## src/hdl/blms_pkg.sv

```systemverilog
`timescale 1ns / 1ps
// shared types, codes and floating-point helpers for the broken-line max statistic
// no dependencies; imported by every other file of the block

package blms_pkg;

    localparam logic [63:0] QNAN_POS = 64'h7FF8_0000_0000_0000;
    localparam logic [63:0] QNAN_DEF = 64'hFFF8_0000_0000_0000;
    localparam int          IN_W     = 512;
    localparam int          OUT_W    = 72;

    typedef enum logic [1:0] {FOP_ADD, FOP_SUB, FOP_MUL, FOP_DIV} t_fop;

    typedef enum logic [4:0] {
        R_XL, R_XH, R_PR, R_SXX, R_SX1, R_S11, R_CDIV, R_EDIV,
        R_PS, R_MAX, R_VX, R_VA, R_VB, R_T0, R_T1, R_TH, R_N, R_TM
    } t_reg;

    typedef enum logic [1:0] {SQ_NEXT, SQ_BRANCH, SQ_TERM, SQ_FIRST} t_seq;

    typedef struct packed {
        t_fop op;
        t_reg a;
        t_reg b;
        t_reg d;
        t_seq seq;
    } t_uop;

    typedef struct packed {
        logic load;
        logic start;
        t_uop uop;
        logic wr;
        logic upd_max;
        logic out_load;
    } t_cmd;

    typedef struct packed {
        logic fdone;
        logic interior;
        logic first;
    } t_sts;

    typedef enum logic [2:0] {C_IDLE, C_START, C_ISSUE, C_WAIT, C_BR, C_MAX, C_OUT} t_cstate;

    typedef enum logic [3:0] {
        F_IDLE, F_ADD, F_PRE, F_MUL, F_DIV, F_NORM, F_DENORM, F_ROUND, F_DONE
    } t_fstate;

    localparam logic [4:0] STEP_FIRST = 5'd0;
    localparam logic [4:0] STEP_LATER = 5'd4;
    localparam logic [4:0] STEP_INT   = 5'd15;
    localparam logic [4:0] STEP_EXT   = 5'd19;

    function automatic t_uop mk(input t_fop op, input t_reg a, input t_reg b,
                                input t_reg d, input t_seq seq);
        t_uop u;
        u.op  = op;
        u.a   = a;
        u.b   = b;
        u.d   = d;
        u.seq = seq;
        return u;
    endfunction

    // operation sequence; first item at STEP_FIRST, later items at STEP_LATER
    function automatic t_uop blms_prog(input logic [4:0] step);
        t_uop u;
        case (step)
            5'd0:  u = mk(FOP_SUB, R_XH,  R_XL,   R_T0,  SQ_NEXT);
            5'd1:  u = mk(FOP_MUL, R_T0,  R_PR,   R_PS,  SQ_NEXT);
            5'd2:  u = mk(FOP_MUL, R_PS,  R_PS,   R_N,   SQ_NEXT);
            5'd3:  u = mk(FOP_DIV, R_N,   R_EDIV, R_MAX, SQ_FIRST);
            5'd4:  u = mk(FOP_MUL, R_PR,  R_XH,   R_T0,  SQ_NEXT);
            5'd5:  u = mk(FOP_ADD, R_PS,  R_T0,   R_VX,  SQ_NEXT);
            5'd6:  u = mk(FOP_MUL, R_PR,  R_XL,   R_T1,  SQ_NEXT);
            5'd7:  u = mk(FOP_SUB, R_VX,  R_T1,   R_PS,  SQ_NEXT);
            5'd8:  u = mk(FOP_MUL, R_VX,  R_SX1,  R_T0,  SQ_NEXT);
            5'd9:  u = mk(FOP_MUL, R_PR,  R_SXX,  R_T1,  SQ_NEXT);
            5'd10: u = mk(FOP_SUB, R_T0,  R_T1,   R_VA,  SQ_NEXT);
            5'd11: u = mk(FOP_MUL, R_VX,  R_S11,  R_T0,  SQ_NEXT);
            5'd12: u = mk(FOP_MUL, R_PR,  R_SX1,  R_T1,  SQ_NEXT);
            5'd13: u = mk(FOP_SUB, R_T0,  R_T1,   R_VB,  SQ_NEXT);
            5'd14: u = mk(FOP_DIV, R_VA,  R_VB,   R_TH,  SQ_BRANCH);
            5'd15: u = mk(FOP_MUL, R_VX,  R_VB,   R_T0,  SQ_NEXT);
            5'd16: u = mk(FOP_MUL, R_PR,  R_VA,   R_T1,  SQ_NEXT);
            5'd17: u = mk(FOP_SUB, R_T0,  R_T1,   R_N,   SQ_NEXT);
            5'd18: u = mk(FOP_DIV, R_N,   R_CDIV, R_TM,  SQ_TERM);
            5'd19: u = mk(FOP_MUL, R_PS,  R_PS,   R_N,   SQ_NEXT);
            5'd20: u = mk(FOP_DIV, R_N,   R_EDIV, R_TM,  SQ_TERM);
            default: u = mk(FOP_ADD, R_T0, R_T0, R_T0, SQ_TERM);
        endcase
        return u;
    endfunction

    function automatic logic fp_isnan(input logic [63:0] x);
        return (x[62:52] == 11'h7FF) && (x[51:0] != 52'd0);
    endfunction

    // ieee a > b, false when either is nan
    function automatic logic fp_gt(input logic [63:0] a, input logic [63:0] b);
        logic r;
        r = 1'b0;
        if (fp_isnan(a) || fp_isnan(b)) begin
            r = 1'b0;
        end else if ((a[62:0] == 63'd0) && (b[62:0] == 63'd0)) begin
            r = 1'b0;
        end else if (a[63] != b[63]) begin
            r = !a[63];
        end else if (!a[63]) begin
            r = a[62:0] > b[62:0];
        end else begin
            r = a[62:0] < b[62:0];
        end
        return r;
    endfunction

endpackage

```

## src/hdl/blms_ctrl.sv

```systemverilog
`timescale 1ns / 1ps
// sequencer: steps through the operation list, handles the breakpoint branch and output
// depends on blms_pkg

module blms_ctrl import blms_pkg::*; (
    input  logic i_clk,
    input  logic i_rst_n,
    input  logic i_s_tvalid,
    output logic o_s_tready,
    output logic o_m_tvalid,
    input  logic i_m_tready,
    input  t_sts i_sts,
    output t_cmd o_cmd
);

    t_cstate    r_cst, n_cst;
    logic [4:0] r_step, n_step;
    logic       r_mvalid, n_mvalid;

    always_comb begin
        n_cst       = r_cst;
        n_step      = r_step;
        o_cmd       = '0;
        o_cmd.uop   = blms_prog(r_step);
        case (r_cst)
            C_IDLE: begin
                if (i_s_tvalid) begin
                    o_cmd.load = 1'b1;
                    n_cst      = C_START;
                end
            end
            C_START: begin
                n_step = i_sts.first ? STEP_FIRST : STEP_LATER;
                n_cst  = C_ISSUE;
            end
            C_ISSUE: begin
                o_cmd.start = 1'b1;
                n_cst       = C_WAIT;
            end
            C_WAIT: begin
                if (i_sts.fdone) begin
                    o_cmd.wr = 1'b1;
                    case (o_cmd.uop.seq)
                        SQ_NEXT: begin
                            n_step = r_step + 5'd1;
                            n_cst  = C_ISSUE;
                        end
                        SQ_BRANCH: n_cst = C_BR;
                        SQ_TERM:   n_cst = C_MAX;
                        SQ_FIRST:  n_cst = C_OUT;
                        default:   n_cst = C_OUT;
                    endcase
                end
            end
            C_BR: begin
                // theta is already in its register for the interior test
                n_step = i_sts.interior ? STEP_INT : STEP_EXT;
                n_cst  = C_ISSUE;
            end
            C_MAX: begin
                o_cmd.upd_max = 1'b1;
                n_cst         = C_OUT;
            end
            C_OUT: begin
                if (!r_mvalid || i_m_tready) begin
                    o_cmd.out_load = 1'b1;
                    n_cst          = C_IDLE;
                end
            end
            default: n_cst = C_IDLE;
        endcase
    end

    always_comb begin
        if (o_cmd.out_load)
            n_mvalid = 1'b1;
        else if (i_m_tready)
            n_mvalid = 1'b0;
        else
            n_mvalid = r_mvalid;
    end

    always_ff @(posedge i_clk) begin
        if (!i_rst_n) begin
            r_cst    <= C_IDLE;
            r_step   <= STEP_FIRST;
            r_mvalid <= 1'b0;
        end else begin
            r_cst    <= n_cst;
            r_step   <= n_step;
            r_mvalid <= n_mvalid;
        end
    end

    assign o_s_tready = (r_cst == C_IDLE);
    assign o_m_tvalid = r_mvalid;

endmodule

```

## config.mk

```make
export PLATFORM = sky130hd
export DESIGN_NAME = blms_ctrl
export DESIGN_NICKNAME = d
export VERILOG_FILES = /design/src/hdl/blms_pkg.sv /design/src/hdl/blms_ctrl.sv
export SDC_FILE = /design/constraint.sdc
export NUM_CORES = 1
export LEC_CHECK = 0
export ABC_AREA = 1
export BUFFER_PORTS_ARGS = -buffer_cell sky130_fd_sc_hd__buf_2
export CELL_PAD_IN_SITES_DETAIL_PLACEMENT = 0
export CELL_PAD_IN_SITES_GLOBAL_PLACEMENT = 1
export CORE_MARGIN = 1
export CORE_UTILIZATION = 38
export DETAILED_ROUTE_END_ITERATION = 8
export GPL_TIMING_DRIVEN = 0
export PLACE_DENSITY = 0.76
export RECOVER_POWER = 25
export SKIP_CTS_REPAIR_TIMING = 1
export SLEW_MARGIN = 20
export SYNTH_ARGS = -nofsm -noshare
export SYNTH_HDL_FRONTEND = slang
export SYNTH_SLANG_ARGS = --single-unit
```

## constraint.sdc

```tcl
create_clock -name i_clk -period 3.1 [get_ports i_clk]
set_input_delay 0 -clock i_clk [delete_from_list [all_inputs] [get_ports i_clk]]
set_output_delay 0 -clock i_clk [all_outputs]
set_load 0.03 [all_outputs]
```

## Word level (Yosys, flattened, before mapping)

Memory sizes are Yosys's and may differ from the RTL's. A register that Yosys moved wholly into a read port is not among the register bits.
Index checks and enable logic that the tools add are counted.

- Add/sub/neg operators: 1
- Muxes and demuxes: 22
- Eq/ne operators: 13
- Reductions and logical operators: 9

Operators with widths:

| kind | count |
|---|---|
| two-way mux 5 bit | 5 |
| case mux 3 bit (6 select lines) | 1 |
| case mux 5 bit (3 select lines) | 1 |
| two-way mux 3 bit | 4 |
| case mux 3 bit (4 select lines) | 1 |
| two-way mux 1 bit | 10 |
| == test 3 bit, second input constant | 3 |
| == test 3 x 2 -> 1 bit, second input constant | 2 |
| != test 2 bit, second input constant | 3 |
| AND reduction 3 bit | 2 |
| adder 5 x 1 -> 5 bit, second input constant | 1 |
| == test 2 bit, second input constant | 2 |
| == test 3 x 1 -> 1 bit, second input constant | 1 |
| zero test 3 bit | 1 |
| nonzero test 3 bit | 1 |
| == test 2 x 1 -> 1 bit, second input constant | 1 |
| zero test 2 bit | 1 |
| != test 2 x 1 -> 1 bit, second input constant | 1 |
| nonzero test 2 bit | 1 |
| OR reduction 2 bit | 1 |
| zero test 1 bit | 1 |
| logical OR 1 bit | 1 |

- Memories kept: 1
- Word-level logic and storage cells: 49
- ROM bits: 576
- Register bits: 9
- Input port bits: 7

Memories:

| memory | depth | bits a word | rd ports | clocked after Yosys merged registers in | wr ports | RTL line | source |
|---|---|---|---|---|---|---|---|
| (name not given) | 32 | 18 | 1 | 1 | 0 | blms_pkg.sv:69 | `case (step)` |

## Logic depth before layout (Yosys ltp)

Gate-level depths: netlist (run 1).

- Depth after elaboration: 6
- Depth in mapped cells: 17

## Least setup slack after synthesis (run 1)

OpenSTA, ideal clock, no wires.

- Path type: register to register
- From: register o_cmd[3] (netlist name)
- To: register o_cmd[6] (netlist name)
- Arrival: 2,158 ps
- Setup slack: 828 ps
- Data required time: 2,986 ps
- Cell stages (with the launch flop): 15
- Buffers on the path: 0
- Path through: dfxtp_1 -> inv_1 -> ha_1 -> nand3_4 -> nand3b_1 -> nand3_2 -> inv_1 -> ha_1 -> or2_2 -> nand3_1 -> nand2_1 -> nand2_1 -> nand2_1 -> nand2_1 -> nand2_1

- Longest elaborated chain between the ends: 5

RTL lines:

| item | RTL line | source |
|---|---|---|
| zero test 2 bit | blms_ctrl.sv:43 | `case (o_cmd.uop.seq)` |
| != test 2 x 1 -> 1 bit (no line) | n/a |  |
| AND reduction 3 bit (no line) | n/a |  |
| two-way mux 5 bit (no line) (2 in a row) | n/a |  |

Every way passes these cells.
A chain may end at the register's enable or synchronous reset.

## Final worst setup path (run 1)

- From: register r_cst[0]
- To: register o_cmd[6] (netlist name)

- Longest elaborated chain between the ends: 5
- Elaborated cells on any way between the ends: 10

RTL lines:

| item | RTL line | source |
|---|---|---|
| from (decl) | blms_ctrl.sv:16 | `t_cstate r_cst, n_cst;` |
| from (signal assigned) | blms_ctrl.sv:89 | `r_cst <= n_cst;` |
| == test 3 x 2 -> 1 bit, or another cell as far along | blms_ctrl.sv:25 | `case (r_cst)` |
| != test 2 x 1 -> 1 bit (no line), or another cell as far along | n/a |  |
| AND reduction 3 bit (no line) | n/a |  |
| two-way mux 5 bit (no line) (*) (2 in a row) | n/a |  |

Every way passes the cells marked *; elsewhere a longest branch is shown, timed or not.

==> flow_metrics.env, run 1 <==
export IMPL_status="finished clean"
export IMPL_fin_crit_ns=2.60
export IMPL_viasPerCell=4.98
export IMPL_yosysWarnings=0
export IMPL_drc=0
export IMPL_drv_cap=0
export IMPL_postLayoutCoreUtil_pct=46.2
export IMPL_rsz0062_at_grt="no"
export IMPL_clkSinkCount=27
export IMPL_start_kind="register"
export IMPL_dr_pass1_iters=6
export IMPL_syn_avg_cell_area_sq_um=6.49
export IMPL_dp_cells=361
export IMPL_ir_worst_vdd_mv=0.363
export IMPL_num_vias=1821
export IMPL_yosys_most_used_dff="dfxtp_1"
export IMPL_setup_viol=0
export IMPL_placed_area_sq_um=2030
export IMPL_drtIter0Drc=117
export IMPL_grt_ovfl_total=0
export IMPL_clockRootBuffer="clkbuf_8"
export IMPL_synth_common_cells="97 x nand2_1, 36 x nand3_1, 27 x dfxtp_1, 24 x inv_1, 17 x nor2_1"
export IMPL_initial_core_util_pct=40.4
export IMPL_drive_above_1_share_pct=17.5
export IMPL_yosysMostFrequentCell="nand2_1"
export IMPL_clkLatencyLatePin_ns=0.28
export IMPL_p_per_area_nw_per_um2=577
export IMPL_drv_slew=0
export IMPL_gr_usage_all_layers_pct=19.7
export IMPL_die_w_um=70.9
export IMPL_nFillCells=498
export IMPL_synth_largest_area_cell="dfxtp_1"
export IMPL_io_buffer_count=31
export IMPL_ys_types=32
export IMPL_grt_pass1_vias=1687
export IMPL_yosysSeqAreaShare_pct=29.9
export IMPL_ys_top_cells_by_area="dfxtp_1 30%, nand2_1 20%, nand3_1 10%"
export IMPL_synth_top_family_by_area="simple AND/OR/NAND/NOR gates"
export IMPL_wirelength_mm=4.47
export IMPL_global_route_usage_met2_pct=29.1
export IMPL_fmax_mhz=385
export IMPL_routedWlPerCell_um=12.2
export IMPL_p_leak_nw=1.07
export IMPL_ys_ff_latch=27
export IMPL_antenna_found_initial=0
export IMPL_cts_max_path_buffers=2
export IMPL_synthesis_area_sq_um=1810
export IMPL_min_path_type="input pin to register"
export IMPL_gp_congestion=0.866
export IMPL_clk_pin_slew_worst_paths_ns=0.09
export IMPL_synthSimpleGateAreaFrac_pct=42.4
export IMPL_cts_tree="yes"
export IMPL_drtAntennaViolNets=0
export IMPL_areaGrowthSynthToFinish_pct=14.6
export IMPL_nNetsFinal=332
export IMPL_synth_edf_count=0
export IMPL_final_area_sq_um=2070
export IMPL_grt_pass1_wl_mm=7.73
export IMPL_synth_xor_area_share_pct=0
export IMPL_dieArea_sq_um=5030
export IMPL_path_max_fanout=9
export IMPL_muxShareOfSynthArea_pct=0
export IMPL_met1_usage_pct=28.5
export IMPL_synth_top_cell_area_share_pct=29.9
export IMPL_fin_worst_skew_ns=0.00353
export IMPL_grt_busiest_layer="met2"
export IMPL_final_cells=366
export IMPL_cp_required_ns=3.29
export IMPL_hpwl_mm=3.37
export IMPL_crit_type="register to register"
export IMPL_synth_compound_area_share_pct=10.4
export IMPL_numCtsBuffers=3
export IMPL_hold_viol=0
export IMPL_finalSetupTns_ns=0
export IMPL_synth_adder_area_share_pct=6.93
export IMPL_async_flop_share_pct=0
export IMPL_syn_nets=295
export IMPL_top_level_ports=33
export IMPL_grt_max_degree=17
export IMPL_fp_row_count=24
export IMPL_design_core_area_sq_um=4470
export IMPL_cp_data_arrival_time_ns=2.78
export IMPL_n_antenna_cell=0
export IMPL_die_y_um=70.9
export IMPL_htree_levels=1
export IMPL_use_met3_pct=3.70
export IMPL_netlist_instances=278
export IMPL_period_share_pct=83.7
export IMPL_worstSetupEndpointType="register"
-- power breakdown --
group | switching [mW] | total (mW) | internal (mW)
registers | 0.0226 | 0.441 | 0.418
clock network | 0.116 | 0.208 | 0.0916
logic | 0.394 | 0.545 | 0.152
total | 0.532 | 1.19 | 0.661
-- logic make-up after synthesis --
kind of cell / count (synthesis)
and+or+nand+nor: 169
buffers and inverters: 40
AOI/OAI and AO/OA: 31
DFF: 27
adders and majority gates: 10
other: 1
-- path summary, 6_finish.rpt --
| path | startpoint | depth (start not counted) | slack [ns] | endpoint |
|---|---|---|---|---|
| worst max-delay path | r_cst[0]$_SDFFE_PN0P_ | 16 | 0.50 | o_cmd[6]$_DFF_P_ |
| worst min-delay path | i_s_tvalid | 5 | 0.14 | r_cst[1]$_SDFFE_PN0P_ |
| worst max register to register | r_cst[0]$_SDFFE_PN0P_ | 16 | 0.50 | o_cmd[6]$_DFF_P_ |
| worst min register to register | o_m_tvalid$_SDFFE_PN0P_ | 4 | 0.56 | o_m_tvalid$_SDFFE_PN0P_ |
-- cell type report --
type                            count  area, sq um  area share [%]
Multi-Input combinational cell    211         1080            52.3
Sequential cell                    27          541            26.1
Timing Repair Buffer               32          149            7.20
Inverter                           30          113            5.44
Buffer                             10         70.1            3.39
Tap cell                           52         65.1            3.15
Clock buffer                        3         41.3            2.00
Clock inverter                      1         7.51           0.363
-- layout by cell type, fill, tap and decap left out, types with 7 or more instances in the layout --
| cell | n |
|---|---|
| inv_1 | 24 |
| ha_1 | 10 |
| buf_2 | 23 |
| clkbuf_1 | 13 |
| nand3_1 | 36 |
| o21ai_0 | 7 |
| a21oi_1 | 8 |
| nand2_1 | 97 |
| nor2_1 | 17 |
| dfxtp_1 | 27 |
| o21ai_1 | 7 |
-- per-layer routing --
layer / up-vias / wire, um
li1: 961 / -
met1: 794 / 2250
met2: 59 / 1840
met3: 7 / 305
met4: 0 / 73
met5: - / 0
-- sequential cells by signal, summed over array words and instances, names as in the netlist --
signal / flops
o_cmd: 18
r_step: 5
r_cst: 3
o_m_tvalid: 1
-- critical path, stage by stage (launching register included) --
cell	delay, ns
dfxtp_1	0.32
buf_2	0.19
nand2_1	0.11
nor2_4	0.18
nand3_4	0.13
nand2_4	0.15
nand2_1	0.10
nand3_2	0.19
inv_1	0.18
ha_1	0.31
or2_2	0.31
nand3_1	0.08
nand2_1	0.05
nand2_1	0.05
nand2_1	0.05
nand2_1	0.05
nand2_1	0.04
-- through the flow --
step	setup slack [ns]	hold WS (ns)	total power, mW
finish	0.505	0.137	1.19
global route	0.299	0.171	1.28
CTS	0.509	-0.0227	1.22
detailed placement	0.536	0.291	1.00
global placement	0.503	0.301	1.00
floorplan	0.828	0.173	0.864
Power figures use the tool's default switching activity.
==> inputs of run 2 (changes only) <==
--- a/config.mk
+++ b/config.mk
@@ -10,10 +10,10 @@
 export CELL_PAD_IN_SITES_DETAIL_PLACEMENT = 0
 export CELL_PAD_IN_SITES_GLOBAL_PLACEMENT = 1
 export CORE_MARGIN = 1
-export CORE_UTILIZATION = 38
+export CORE_UTILIZATION = 35
 export DETAILED_ROUTE_END_ITERATION = 8
 export GPL_TIMING_DRIVEN = 0
-export PLACE_DENSITY = 0.76
+export PLACE_DENSITY = 0.74
 export RECOVER_POWER = 25
 export SKIP_CTS_REPAIR_TIMING = 1
 export SLEW_MARGIN = 20
==> constraint.sdc (replaced) <==
create_clock -name i_clk -period 2.3 [get_ports i_clk]
set_input_delay 0 -clock i_clk [delete_from_list [all_inputs] [get_ports i_clk]]
set_output_delay 0 -clock i_clk [all_outputs]
set_load 0.03 [all_outputs]
==> run 2 against run 1 <==
Compared with the run above: the flow now finishes with violations (negative hold slack); non-clock buffer count increased by 6; clock skew increased by 0.0016 ns; global-route usage decreased by 1.8 points; setup slack got worse by 0.43 ns; sequential share of layout area decreased by 1.6 points; via count increased by 0.66%; sequential power increased by 35%; clock-buffer cell count unchanged; highest routed layer unchanged.
==> flow_metrics.env, run 2 (synthesized netlist as in run 1, its figures left out) <==
export IMPL_status="complete, but fails checks"
export IMPL_violations="negative hold slack"
export IMPL_die_w_um=73.8
export IMPL_cts_tree="yes"
export IMPL_place_ws_ns=-0.252
export IMPL_hold_viol=1
export IMPL_met1_usage_pct=25.2
export IMPL_design_core_area_sq_um=4850
export IMPL_fin_crit_ns=2.23
export IMPL_global_route_usage_met2_pct=28.0
export IMPL_gp_congestion=0.895
export IMPL_drc=0
export IMPL_drv_cap=0
export IMPL_setup_viol=0
export IMPL_clockRootBuffer="clkbuf_8"
export IMPL_ir_worst_vdd_mv=0.348
export IMPL_cp_required_ns=2.49
export IMPL_holdWs_ns=-0.0106
export IMPL_num_vias=1833
export IMPL_slowest_stage="ha_1"
export IMPL_htree_levels=1
export IMPL_layout_common_cells="96 x nand2_1, 35 x nand3_1, 25 x dfxtp_1, 23 x inv_1, 23 x buf_2"
export IMPL_initial_core_util_pct=37.2
export IMPL_use_met3_pct=2.88
export IMPL_largest_reg_flops=18
export IMPL_crit_type="register to register"
export IMPL_top_level_ports=33
export IMPL_nNetsFinal=338
export IMPL_die_y_um=73.8
export IMPL_path_cells="buf_6, nand2_1, nor2_4, buf_4, nand2_1, nand2_1, inv_1, nand2_2, nand3_4, ha_1, inv_1, nand2_1, nand2_1, nand2_1, nand2_1, nand2_1, nand2_1"
export IMPL_path_max_fanout=8
export IMPL_fin_worst_skew_ns=0.00509
export IMPL_start_kind="register"
export IMPL_drive_above_1_share_pct=21.9
export IMPL_gr_usage_all_layers_pct=17.9
export IMPL_cp_data_arrival_time_ns=2.41
export IMPL_max_stage_delay_ns=0.40
export IMPL_min_path_type="input pin to register"
export IMPL_rsz0062_at_grt="yes"
export IMPL_fmax_mhz=449
export IMPL_dieArea_sq_um=5450
export IMPL_setup_slack_ns=0.0739
export IMPL_clk_pin_slew_worst_paths_ns=0.10
export IMPL_cts_max_path_buffers=2
export IMPL_grt_pass1_vias=1598
export IMPL_viasPerCell=4.74
export IMPL_drtIter0Drc=144
export IMPL_crit_top_cell="nand2_1"
export IMPL_hpwl_mm=3.38
export IMPL_grt_max_degree=17
export IMPL_grt_ovfl_total=0
export IMPL_clkSinkCount=27
export IMPL_io_buffer_count=31
export IMPL_numCtsBuffers=3
export IMPL_routedWlPerCell_um=12.0
export IMPL_dr_pass1_iters=4
export IMPL_clkLatencyLatePin_ns=0.28
export IMPL_postLayoutCoreUtil_pct=45.7
export IMPL_areaGrowthSynthToFinish_pct=22.6
export IMPL_period_share_pct=96.8
export IMPL_n_antenna_cell=0
export IMPL_final_common_cell="nand2_1"
export IMPL_p_per_area_nw_per_um2=755
export IMPL_drv_slew=0
export IMPL_antenna_found_initial=0
export IMPL_fp_row_count=25
export IMPL_worstSetupEndpointType="register"
export IMPL_drtAntennaViolNets=0
export IMPL_wirelength_mm=4.63
export IMPL_grt_pass1_wl_mm=7.47
export IMPL_p_leak_nw=1.11
export IMPL_nFillCells=546
export IMPL_grt_busiest_layer="met2"
run 2: layout make-up:
class	instances	area (sq um)	area share, %
Inverter	30	118	5.31
Clock inverter	1	7.51	0.339
Multi-Input combinational cell	211	1150	52.0
Sequential cell	27	543	24.5
Timing Repair Buffer	38	193	8.71
Clock buffer	3	41.3	1.87
Buffer	10	76.3	3.45
Tap cell	67	83.8	3.79
run 2: per-layer routing:
metal	share of wire, %	wire, um
met1	49	2290
met2	46	2110
met3	4.1	190
met4	0.97	45
met5	0	0
run 2: worst max-delay path: cells and delay by family (launching register included):
| family | cells | cell delay [ns] |
|---|---|---|
| buffers and inverters | 4 | 0.37 |
| adder cells (fa/ha/maj) | 1 | 0.40 |
| AND/OR/NAND/NOR | 12 | 1.01 |
| flip-flops | 1 | 0.34 |
run 2: worst paths after layout:
| path | start | endpoint | slack (ns) | cells after the start |
|---|---|---|---|---|
| worst max-delay path | r_cst[0]$_SDFFE_PN0P_ | o_cmd[5]$_DFF_P_ | 0.07 | 17 |
| worst min-delay path | i_m_tready | o_m_tvalid$_SDFFE_PN0P_ | -0.01 | 4 |
| worst max register to register | r_cst[0]$_SDFFE_PN0P_ | o_cmd[5]$_DFF_P_ | 0.07 | 17 |
| worst min register to register | o_m_tvalid$_SDFFE_PN0P_ | o_m_tvalid$_SDFFE_PN0P_ | 0.55 | 4 |
run 2: per-stage QoR:
| stage | power (mW) | cell area (sq um) | setup TNS (ns) | instances |
|---|---|---|---|---|
| 2_1_floorplan | 1.16 | 1810 | 0 | 278 |
| 3_3_place_gp | 1.36 | 2040 | -0.654 | 376 |
| 3_5_place_dp | 1.35 | 2040 | -0.259 | 376 |
| 4_1_cts | 1.63 | 2090 | -0.405 | 380 |
| 5_1_grt | 1.79 | 2210 | -0.209 | 387 |
| 6_report | 1.67 | 2210 | 0 | 387 |
run 2: report_power, final:
part           switching [mW]  internal [mW]  leakage [nW]
Combinational           0.551          0.240         0.866
Clock                   0.158          0.123        0.0217
Sequential             0.0323          0.565         0.223
==> inputs of run 3 (changes only) <==
==> constraint.sdc (replaced) <==
create_clock -name i_clk -period 2.3 [get_ports i_clk]
set_input_delay 0 -clock i_clk [delete_from_list [all_inputs] [get_ports i_clk]]
set_output_delay 0 -clock i_clk [all_outputs]
set_load 0.005 [all_outputs]
==> run 3 against run 2 <==
Compared with the run above: wire length about the same; largest power group unchanged; the run still ends with negative hold slack left; worst hold slack about the same; via count unchanged; global-route usage unchanged; sequential share of layout area down 0.083 points; register-to-register slack about the same; clock power about the same; sequential power about the same; cell count unchanged; non-clock buffer count unchanged; first-iteration DRC count down 2.8%.
==> flow_metrics.env, run 3 (synthesized netlist as in run 1, its figures left out) <==
export IMPL_areaGrowthSynthToFinish_pct=23.0
export IMPL_holdWs_ns=-0.0106
export IMPL_setup_viol=0
export IMPL_critPathBufInv=4
export IMPL_cts_tree="yes"
export IMPL_nNetsFinal=338
export IMPL_path_max_fanout=8
export IMPL_io_buffer_count=31
export IMPL_dieArea_sq_um=5450
export IMPL_gp_congestion=0.895
export IMPL_max_stage_delay_ns=0.40
export IMPL_initial_core_util_pct=37.2
export IMPL_cp_data_arrival_time_ns=2.41
export IMPL_slowest_stage="ha_1"
export IMPL_postLayoutCoreUtil_pct=45.8
export IMPL_grt_pass1_wl_mm=7.47
export IMPL_period_share_pct=96.8
export IMPL_crit_type="register to register"
export IMPL_final_area_sq_um=2220
export IMPL_die_w_um=73.8
export IMPL_p_per_area_nw_per_um2=676
export IMPL_wirelength_mm=4.63
export IMPL_p_leak_nw=1.13
export IMPL_clk_pin_slew_worst_paths_ns=0.10
export IMPL_worstSetupEndpointType="register"
export IMPL_clkLatencyLatePin_ns=0.28
export IMPL_min_path_type="input pin to register"
export IMPL_viasPerCell=4.74
export IMPL_drtIter0Drc=140
export IMPL_numCtsBuffers=3
export IMPL_cts_max_path_buffers=2
export IMPL_antenna_found_initial=0
export IMPL_grt_pass1_vias=1598
export IMPL_dr_pass1_iters=4
export IMPL_drc=0
export IMPL_crit_top_cell="nand2_1"
export IMPL_placed_area_sq_um=2040
export IMPL_place_ws_ns=-0.252
export IMPL_drv_cap=0
export IMPL_clockRootBuffer="clkbuf_8"
export IMPL_dp_cells=376
export IMPL_die_y_um=73.8
export IMPL_layout_common_cells="96 x nand2_1, 35 x nand3_1, 29 x buf_2, 25 x dfxtp_1, 23 x inv_1"
export IMPL_crit_family="simple AND/OR/NAND/NOR gates"
export IMPL_routedWlPerCell_um=12.0
export IMPL_final_common_cell="nand2_1"
export IMPL_hold_viol=1
export IMPL_drive_above_1_share_pct=23.8
export IMPL_gr_usage_all_layers_pct=17.9
export IMPL_fmax_mhz=449
export IMPL_largest_reg_flops=18
export IMPL_hpwl_mm=3.38
export IMPL_fp_row_count=25
export IMPL_violations="negative hold slack"
export IMPL_top_level_ports=33
export IMPL_num_vias=1833
export IMPL_setup_slack_ns=0.0739
export IMPL_drtAntennaViolNets=0
export IMPL_htree_levels=1
export IMPL_grt_max_degree=17
export IMPL_final_cells=387
export IMPL_clkSinkCount=27
export IMPL_start_kind="register"
export IMPL_fin_worst_skew_ns=0.00514
export IMPL_cp_required_ns=2.49
export IMPL_drv_slew=0
export IMPL_status="complete, but fails checks"
export IMPL_rsz0062_at_grt="yes"
export IMPL_grt_ovfl_total=0
export IMPL_ir_worst_vdd_mv=0.344
export IMPL_fin_crit_ns=2.23
export IMPL_path_cells="buf_6, nand2_1, nor2_4, buf_4, nand2_1, nand2_1, inv_1, nand2_2, nand3_4, ha_1, inv_1, nand2_1, nand2_1, nand2_1, nand2_1, nand2_1, nand2_1"
export IMPL_n_antenna_cell=0
export IMPL_design_core_area_sq_um=4850
[run 3: changes by cell type in the layout (fill, tap and decap cells not counted)]
cell      change
buf_2         +6
clkbuf_1      -6
[run 3: area by class of cell]
type                    instances  area [sq um]
fillers                       543          2630
multi-input cells             211          1150
flip-flops and latches         27           543
repair buffers                 38           200
inverters                      30           118
well taps                      67          83.8
plain buffers                  10          76.3
clock buffers                   3          41.3
clock inverters                 1          7.51
[run 3: routing by layer]
layer / vias up / part of all wire (%) / global-route usage [%]
met3: 7 / 4.1 / 2.88
li1: 970 / - / -
met2: 49 / 46 / 28.0
met1: 807 / 49 / 25.2
met5: - / 0 / 0
met4: 0 / 1.0 / 5.13
[run 3: final timing paths]
| path | slack [ns] | startpoint | depth (start not counted) | end |
|---|---|---|---|---|
| hold / removal | -0.01 | i_m_tready | 4 | o_m_tvalid$_SDFFE_PN0P_ |
| setup reg to reg | 0.07 | r_cst[0]$_SDFFE_PN0P_ | 17 | o_cmd[5]$_DFF_P_ |
| hold reg to reg | 0.55 | o_m_tvalid$_SDFFE_PN0P_ | 4 | o_m_tvalid$_SDFFE_PN0P_ |
| setup / recovery | 0.07 | r_cst[0]$_SDFFE_PN0P_ | 17 | o_cmd[5]$_DFF_P_ |
[run 3: worst min-delay path, delay by kind of cell]
kind / cells / cell delay (ns)
compound gates: 1 / 0.06
buf+inv: 2 / 0.13
simple gates: 1 / 0.04
[run 3: report_power, final]
| part | total [mW] | switching [mW] | internal (mW) |
|---|---|---|---|
| clock | 0.282 | 0.158 | 0.123 |
| sequential | 0.596 | 0.0317 | 0.564 |
| combinational | 0.624 | 0.379 | 0.245 |
| total | 1.50 | 0.569 | 0.933 |
[run 3: metrics by stage]
stage | TNS (ns) | hold WS, ns | power, mW
6_report | 0 | -0.0106 | 1.50
5_1_grt | -0.209 | 0.0116 | 1.62
3_3_place_gp | -0.654 | 0.294 | 1.18
3_5_place_dp | -0.259 | 0.293 | 1.17
2_1_floorplan | 0 | 0.0923 | 0.991
4_1_cts | -0.405 | -0.0140 | 1.46
